[config.mk]
export PLATFORM = sky130hd
export DESIGN_NAME = dtq_cell
export DESIGN_NICKNAME = d
export VERILOG_FILES = /design/src/rtl/dtq_pkg.sv /design/src/rtl/dtq_cell.sv
export SDC_FILE = /design/constraint.sdc
export NUM_CORES = 1
export LEC_CHECK = 0
export BUFFER_PORTS_ARGS = -buffer_cell sky130_fd_sc_hd__buf_4
export CORE_MARGIN = 1.5
export CORE_UTILIZATION = 45
export CTS_BUF_LIST = sky130_fd_sc_hd__clkbuf_2 sky130_fd_sc_hd__clkbuf_4 sky130_fd_sc_hd__clkbuf_8
export CTS_CLUSTER_SIZE = 40
export DETAILED_ROUTE_END_ITERATION = 10
export GPL_ROUTABILITY_DRIVEN = 1
export PLACE_DENSITY = 0.66
export SETUP_SLACK_MARGIN = 0.1
export SKIP_LAST_GASP = 1
export SLEW_MARGIN = 20
export SYNTH_ARGS = -nofsm -noshare
export SYNTH_HDL_FRONTEND = slang
export SYNTH_SLANG_ARGS = --single-unit
[constraint.sdc]
create_clock -name clk -period 10.75 [get_ports clk]
set_input_delay 1.075 -clock clk [delete_from_list [all_inputs] [get_ports clk]]
set_output_delay 1.075 -clock clk [all_outputs]
set_load 0.01 [all_outputs]
[src/rtl/dtq_pkg.sv]
// ----------------------------------------------------------------------------
// dtq_pkg: shared types and constants of the delta timer queue insert block
// widths of the task, wait, slot and count fields, queue depth, and the transaction
// records that travel between neighboring cells
// ----------------------------------------------------------------------------
package dtq_pkg;

  localparam int QUEUE_DEPTH = 64;
  localparam int CNT_W       = $clog2(QUEUE_DEPTH + 1);
  localparam int TID_W       = 8;
  localparam int WAIT_W      = 32;
  localparam int SLOT_W      = 6;

  // search token: remaining wait of the task looking for its place
  typedef struct packed {
    logic              v;
    logic [WAIT_W-1:0] rem;
    logic [TID_W-1:0]  tid;
  } srch_t;

  // displaced entry rippling toward the tail
  typedef struct packed {
    logic              v;
    logic [WAIT_W-1:0] delta;
    logic [TID_W-1:0]  tid;
  } disp_t;

endpackage

[src/rtl/dtq_cell.sv]
// ----------------------------------------------------------------------------
// dtq_cell: one queue slot of the delta list
// holds one entry, walks the search token past it or places the task here,
// and swaps a displaced entry one slot toward the tail
// ----------------------------------------------------------------------------
module dtq_cell (
  input  logic                  clk,
  input  logic                  rst_n,
  input  dtq_pkg::srch_t        srch_i,
  input  dtq_pkg::disp_t        disp_i,
  output dtq_pkg::srch_t        srch_o,
  output dtq_pkg::disp_t        disp_o,
  output logic                  place_o,
  output logic [dtq_pkg::WAIT_W-1:0] rpt_delta_o
);
  import dtq_pkg::*;

  logic              ent_v_r, ent_v_nxt;
  logic [WAIT_W-1:0] ent_delta_r, ent_delta_nxt;
  logic [TID_W-1:0]  ent_tid_r, ent_tid_nxt;
  srch_t             srch_r;
  disp_t             disp_r;
  logic              rpt_v_r;
  logic [WAIT_W-1:0] rpt_delta_r;
  logic              go_on;
  logic              place;

  // move on while the remaining wait covers this entry's delta
  assign go_on = srch_r.v && ent_v_r && (srch_r.rem >= ent_delta_r);
  assign place = srch_r.v && !go_on;

  always_comb begin
    srch_o.v   = go_on;
    srch_o.rem = srch_r.rem - ent_delta_r;
    srch_o.tid = srch_r.tid;
  end

  always_comb begin
    ent_v_nxt     = ent_v_r;
    ent_delta_nxt = ent_delta_r;
    ent_tid_nxt   = ent_tid_r;
    disp_o.v      = 1'b0;
    disp_o.delta  = ent_delta_r;
    disp_o.tid    = ent_tid_r;
    priority if (place) begin
      // old entry now follows the new task, its delta shrinks by the remainder
      disp_o.v      = ent_v_r;
      disp_o.delta  = ent_delta_r - srch_r.rem;
      ent_v_nxt     = 1'b1;
      ent_delta_nxt = srch_r.rem;
      ent_tid_nxt   = srch_r.tid;
    end else if (disp_r.v) begin
      disp_o.v      = ent_v_r;
      ent_v_nxt     = 1'b1;
      ent_delta_nxt = disp_r.delta;
      ent_tid_nxt   = disp_r.tid;
    end else begin
      // nothing passes through, entry holds
      disp_o.v      = 1'b0;
    end
  end

  always_ff @(posedge clk) begin
    if (!rst_n) begin
      ent_v_r  <= 1'b0;
      srch_r.v <= 1'b0;
      disp_r.v <= 1'b0;
      rpt_v_r  <= 1'b0;
    end else begin
      ent_v_r <= ent_v_nxt;
      srch_r  <= srch_i;
      disp_r  <= disp_i;
      rpt_v_r <= place;
    end
  end

  always_ff @(posedge clk) begin
    ent_delta_r <= ent_delta_nxt;
    ent_tid_r   <= ent_tid_nxt;
    rpt_delta_r <= srch_r.rem;
  end

  assign place_o     = rpt_v_r;
  assign rpt_delta_o = rpt_delta_r;

endmodule

# Yosys cells after proc, flatten, opt, wreduce, memory -nomap -nowiden
# Index checks and enable logic that the tools add are counted.
[word_totals] regBits=156 in_bits=84 output_inout_bits=115 elab_cells=28
[classes] addsub=2 n_lt_le_gt_ge=1 muxes=9 n_reduce_logical=5
[ops] operator="$mux 32" count=3
[ops] operator="$sub 32x32->32" count=2
[ops] operator="$ge 32x32->1" count=1
[ops] operator="$mux 8" count=2
[ops] operator="$mux 1" count=4
[ops] operator="$logic_and 1x1->1" count=3
[ops] operator="$reduce_bool 2->1" count=1
[ops] operator="$logic_not 1->1" count=1

# Logic depth before layout (Yosys ltp)
# Gate-level depths: netlist of run 1.
[depth] depth_word=5 ltp_mapped=13 depth_no_buf=11

# Worst setup path before layout of run 1
# No wires, ideal clock.
[synth_timing] path_type="register to output" start="register ent_delta_r[0]" end="output port disp_o[40] (netlist bit)" t_arrival_ps=3178 t_required_ps=9675 setup_slack_ps=6497 path_stages_with_launch=11 path_buffers=0 path_cell_list="edfxtp_1 > ha_1 > fa_1 > nand2b_1 > a21oi_1 > o21ai_1 > nand4_1 > a31oi_2 > o31ai_4 > nand2b_1 > and2_1"
[synth_lines] element="start: declaration" line_no="dtq_cell.sv:19" rtl="logic [WAIT_W-1:0] ent_delta_r, ent_delta_nxt;"
[synth_lines] element="start signal: assignment" line_no="dtq_cell.sv:78" rtl="ent_delta_r <= ent_delta_nxt;"
[synth_lines] element="end: declaration" line_no="dtq_cell.sv:12" rtl="output dtq_pkg::disp_t disp_o,"

==> results of run 1 <==
-- where the power goes --
part / internal [W] / switching (W)
sequential: 0.000709 / 0.0000257
clock: 0.000177 / 0.000264
combinational: 0.000280 / 0.000375
-- cell usage after synthesis, drive strengths merged (6+ instances only) --
cell type / n / area [µm²]
o21ai: 89 / 445
nor2: 46 / 173
ha: 63 / 788
a31oi: 6 / 43.8
o21a: 8 / 60.1
nand3: 15 / 75.1
nand2: 99 / 372
nor2b: 6 / 37.5
nor3: 15 / 75.1
xnor2: 34 / 298
nand2b: 6 / 37.5
a21oi: 75 / 379
inv: 81 / 304
nor4: 6 / 43.8
o31ai: 8 / 73.8
mux2: 10 / 113
clkbuf: 13 / 48.8
xor2: 17 / 149
nand4: 13 / 81.3
buf: 39 / 251
edfxtp: 120 / 3600
o21bai: 15 / 113
dfxtp: 36 / 721
a21o: 22 / 165
-- metal layers --
| metal | vias up | part of all wire [%] |
|---|---|---|
| met5 | - | 0 |
| met4 | 0 | 1.8 |
| met3 | 37 | 8.1 |
| met2 | 302 | 46 |
| met1 | 3288 | 45 |
| li1 | 3493 | - |
-- cell type report --
cell class              count  area, µm²  share of cell area (%)
clock buffers              18        241                    2.22
well taps                 265        332                    3.05
multi-input cells         608       3990                    36.8
clock inverters            14        150                    1.38
inverters                  81        304                    2.80
repair buffers            202       1520                    14.0
flip-flops and latches    156       4320                    39.8
-- state kept, by name (all words and copies together), names as in the netlist --
signal and flops:
disp_r 41, srch_r 33, ent_delta_r 32, rpt_delta_o 32
ent_tid_r 8, srch_o 8, ent_v_r 1, place_o 1
-- metrics by stage --
stage,area (µm²),util [%]
after global routing,10900,55.8
final,10900,55.8
after global placement,10500,53.8
after CTS,10900,55.8
after floorplan,8920,-
after detailed placement,10500,53.8
-- worst register-to-register path, cell delays in order (launching register included) --
cell and delay, ns:
edfxtp_1 0.43, ha_1 0.53, and2_2 0.31, nand3_1 0.11, or4_1 0.50, nand4_1 0.14
a31oi_2 0.18, o31ai_4 0.27, buf_4 0.46, nand2b_2 0.11, buf_4 0.35
-- worst min-delay path by stage --
stage | startpoint | endpoint | depth (start not counted)
global route | srch_r[29] | rpt_delta_o[21] | 0
global placement | srch_r[11] | rpt_delta_o[3] | 0
finish | srch_r[17] | rpt_delta_o[9] | 0
detailed placement | srch_r[17] | rpt_delta_o[9] | 0
CTS | srch_r[21] | rpt_delta_o[13] | 0
floorplan | srch_r[39] | rpt_delta_o[31] | 0
-- cells by family (layout without fill, tap and decap cells) --
group	after synthesis	count (layout)	share of synthesized area (%)
adder cells (fa/ha/maj)	65	65	9.29
buffers and inverters	133	315	6.78
XOR/XNOR	51	51	5.01
AO/OA/AOI/OAI	256	256	17.6
multiplexers	11	11	1.37
AND/OR/NAND/NOR	225	225	11.5
flip-flops	156	156	48.5
==> flow_summary.json, run 1 <==
{
  "cts_root_buf": "clkbuf_8",
  "cts_resized": 0,
  "dieArea_um2": 20700,
  "hold_ws_ns": 0.413,
  "setup_viol": 0,
  "viasPerCell": 5.30,
  "globalRouteOverflowTotal": 0,
  "slowest_delay_ns": 0.55,
  "cts_buffers": 17,
  "vias": 7120,
  "worstMarginPinSlew_ns": 0.689,
  "r2r_slack_ns": 7.04,
  "ys.flop_type": "edfxtp_1",
  "cp_slowest_cell": "buf_4",
  "busiest_layer": "met2",
  "path_depth": 10,
  "critPathLaunchType": "register",
  "ff2ff_path_depth": 10,
  "drtPass1Iterations": 7,
  "fin_ws_ns": 5.66,
  "dpl.hpwl_mm": 16.8,
  "synth.distinct_cells": 59,
  "nNetsFinal": 1215,
  "crit_path_frequent_cell": "buf_4",
  "dpl.cell_count": 1312,
  "hp-class": "register to register",
  "relSlewSlack_pct": 54.1,
  "grtUsageMet1_pct": 29.6,
  "fin_cells": 1344,
  "final.setup.tns_ns": 0,
  "core_um2": 19500,
  "syn2layout_area_growth_pct": 21.8,
  "synth_warnings": 0,
  "power_w": 0.00183,
  "seq_area_frac_synth_pct": 48.5,
  "drt-total-wl_mm": 22.7,
  "rows": 51,
  "ir_worst_vdd_v": 0.000104,
  "initial_utilization_pct": 45.8,
  "path_class": "register to output port",
  "postRouteAntennaNets": 0,
  "pre_cts_slack_ns": 6.14,
  "grt_usage_pct": 22.3,
  "antenna_found_initial": 0,
  "grt_max_degree": 67,
  "cap_violations": 0,
  "setup.worst_path.start": "srch_r[18]",
  "grt_pass1_wl_mm": 35.1,
  "post-route-period-util_pct": 47.3,
  "end_kind": "output port",
  "synth_area_um2": 8920,
  "r2r_start": "srch_r[18]",
  "min_period_ns": 5.09,
  "syn_area_per_cell_um2": 9.94,
  "clock_skew_ns": 0.0166,
  "async_flop_share_pct": 0,
  "path_clk_slew_ns": 0.10,
  "worst_skew_pair.late_latency_ns": 0.48,
  "met3_usage_pct": 5.86,
  "n_antenna_cell": 0,
  "power_density_nw_per_um2": 169,
  "wl_per_cell_um": 16.9,
  "worstPathRequired_ns": 9.68,
  "io_pins": 199,
  "num-fill-cells": 1775,
  "status": "finished clean",
  "clock-sinks": 156,
  "drc": 0,
  "crit_arrival_ns": 4.01,
  "synth_edf_count": 120,
  "die_x_um": 144,
  "grt_pass1_vias": 6749,
  "h-tree-depth": 4,
  "final_common_cell": "buf_4",
  "crit_family": "simple AND/OR/NAND/NOR gates",
  "drt_iter0_drc": 548,
  "p_leak_nw": 4.81,
  "gp_congestion": 0.920,
  "drive_gt1_share_pct": 23.8,
  "synth_seq_cells": 156,
  "die_h_um": 144,
  "fmax_mhz": 197,
  "cts_tree": "yes",
  "rsz0062_at_grt": "no",
  "crit_fanout": 66,
  "clk_path_buf_depth": 2,
  "finalHoldViolCount": 0,
  "hold_buffers": 0,
  "critPathBufInv": 2,
  "endpoint": "disp_o[38]",
  "place.port_buffers": 198,
  "gr-usage-met2_pct": 35.4,
  "final_cell_mix": "buf_4, edfxtp_1, nand2_1, o21ai_0, inv_1",
  "crit_chain": "ha_1, and2_2, nand3_1, or4_1, nand4_1, a31oi_2, o31ai_4, buf_4, o21ai_0, buf_4",
  "syn-num-nets": 1046,
  "r2r_end": "ent_delta_r[14]",
  "post-cts-setup-buffers": 0,
  "synthCells": 897,
  "finalMaxSlewViolations": 0
}
(Power assumes the default switching activity.)
==> inputs of run 2 (changes only) <==
--- a/config.mk
+++ b/config.mk
@@ -12,7 +12,7 @@
 export CTS_CLUSTER_SIZE = 40
 export DETAILED_ROUTE_END_ITERATION = 10
 export GPL_ROUTABILITY_DRIVEN = 1
-export PLACE_DENSITY = 0.66
+export PLACE_DENSITY = 0.69
 export SETUP_SLACK_MARGIN = 0.1
 export SKIP_LAST_GASP = 1
 export SLEW_MARGIN = 20
==> constraint.sdc (replaced) <==
create_clock -name clk -period 4.3 [get_ports clk]
set_input_delay 0.43 -clock clk [delete_from_list [all_inputs] [get_ports clk]]
set_output_delay 0.43 -clock clk [all_outputs]
set_load 0.01 [all_outputs]
==> flow_summary.json, run 2 (synthesis results as in run 1) <==
{
  "status": "finished clean",
  "h-tree-depth": 4,
  "min_period_ns": 4.07,
  "clk_path_buf_depth": 2,
  "grt_max_degree": 61,
  "path_class": "register to output port",
  "dpl.hpwl_mm": 17.6,
  "rows": 51,
  "setup_viol": 0,
  "critPathLaunchType": "register",
  "worstPathRequired_ns": 3.87,
  "clockPowerShare_pct": 23.7,
  "crit_path_frequent_cell": "nand2_1",
  "gp_congestion": 0.949,
  "fmax_mhz": 246,
  "place.port_buffers": 198,
  "p_leak_nw": 4.89,
  "nNetsFinal": 1225,
  "drive_gt1_share_pct": 24.9,
  "worstMarginPinSlew_ns": 0.775,
  "clock_skew_ns": 0.0152,
  "globalRouteOverflowTotal": 0,
  "wl_per_cell_um": 17.3,
  "power.internal_w": 0.00298,
  "r2r_start": "ent_delta_r[22]",
  "grt_pass1_wl_mm": 35.7,
  "relSlewSlack_pct": 48.3,
  "ir_worst_vdd_v": 0.000194,
  "final_common_cell": "buf_4",
  "cap_violations": 0,
  "largest_reg_flops": 41,
  "dieArea_um2": 20700,
  "final.setup.tns_ns": 0,
  "r2r_slack_ns": 0.87,
  "post-route-period-util_pct": 94.6,
  "crit_arrival_ns": 3.64,
  "crit_family": "simple AND/OR/NAND/NOR gates",
  "top_register": "disp_r",
  "critPathBufInv": 3,
  "num-fill-cells": 1786,
  "syn2layout_area_growth_pct": 23.7,
  "whs_path_depth": 1,
  "initial_utilization_pct": 45.8,
  "postRouteAntennaNets": 0,
  "drtPass1Iterations": 5,
  "finalHoldViolCount": 0,
  "sw_frac_of_total_pct": 35.5,
  "setup.worst_path.start": "ent_delta_r[22]",
  "drc": 0,
  "n_antenna_cell": 0,
  "design_area_um2": 11000,
  "endpoint": "disp_o[15]",
  "drt_iter0_drc": 520,
  "drt-total-wl_mm": 23.4,
  "end_kind": "output port",
  "final_cell_mix": "buf_4, edfxtp_1, nand2_1, o21ai_0, inv_1",
  "ff2ff_path_depth": 10,
  "reg_top3": "disp_r x41, srch_r x33",
  "p_seq_share_pct": 39.8,
  "dpl_cell_area_um2": 10500,
  "die_x_um": 144,
  "p_comb_share_pct": 36.5,
  "vias": 7215,
  "clock-sinks": 156,
  "io_pins": 199,
  "hp-class": "primary input to register",
  "worst_skew_pair.late_latency_ns": 0.47,
  "path_clk_slew_ns": 0.09,
  "viasPerCell": 5.33,
  "grt_usage_pct": 22.5,
  "crit_fanout": 15,
  "power_switching_w": 0.00164,
  "path_depth": 11,
  "rsz0062_at_grt": "yes",
  "core_um2": 19500,
  "die_h_um": 144,
  "crit_chain": "inv_1, ha_1, nand2_1, nor4_1, nand3b_1, nand2_1, o31ai_4, buf_12, nor3_1, a21oi_1, buf_4",
  "antenna_found_initial": 0,
  "cts_tree": "yes",
  "slowest_delay_ns": 0.52,
  "cp_slowest_cell": "ha_1",
  "grt_pass1_vias": 6920,
  "finalMaxSlewViolations": 0,
  "cts_buffers": 17,
  "cts_root_buf": "clkbuf_8",
  "r2r_end": "ent_tid_r[4]",
  "power_density_nw_per_um2": 418
}
-- run 2: area by class of cell --
cell class	instances	area, µm²	area share, %
sequential	156	4320	39.2
multi-input combinational	608	4040	36.6
timing repair buffer	212	1650	15.0
tap	265	332	3.01
inverter	81	304	2.76
clock buffer	17	234	2.12
clock inverter	15	154	1.39
-- run 2: per-layer routing --
layer | global-route usage [%] | wire length (µm) | up-vias
met5 | 0 | 0 | -
met4 | 7.73 | 448 | 0
met3 | 6.63 | 1800 | 31
met2 | 35.1 | 10700 | 255
met1 | 29.8 | 10400 | 3413
li1 | - | - | 3516
-- run 2: power by group through the flow --
stage / Combinational, W / Sequential, W / Clock, W
floorplan: 0.000987 / 0.00187 / 0
global placement: 0.00164 / 0.00187 / 0
detailed placement: 0.00165 / 0.00187 / 0
CTS: 0.00166 / 0.00184 / 0.00113
global route: 0.00184 / 0.00185 / 0.00119
finish: 0.00168 / 0.00184 / 0.00109
-- run 2: timing repair --
item,in CTS,in global routing
resized for setup,1,11
buffers inserted,0,2
hold endpoints to repair,0,0
hold buffers,0,0
setup endpoints to repair,3,24
cloned,0,2
pin swaps,0,1
-- run 2: metrics by stage --
step                      hold WS [ns]  utilization (%)  std cells  power [W]  worst slack (ns)
after global routing            0.0938             56.7       1354    0.00488            0.0493
after detailed placement         0.392             54.1       1318    0.00352             0.549
after CTS                        0.102             56.1       1350    0.00462             0.106
after global placement           0.381             54.1       1318    0.00351             0.532
final                            0.132             56.7       1354    0.00462             0.231
after floorplan                  0.370                -        897    0.00286             0.692
-- run 2: how the worst min path moves through the flow --
stage	slack, ns	startpoint	endpoint
global placement	0.38	srch_r[21]	rpt_delta_o[13]
detailed placement	0.39	srch_r[17]	rpt_delta_o[9]
finish	0.13	disp_i[6]	disp_r[6]
floorplan	0.37	srch_r[39]	rpt_delta_o[31]
CTS	0.10	srch_i[1]	srch_o[1]
global route	0.09	srch_i[0]	srch_o[0]
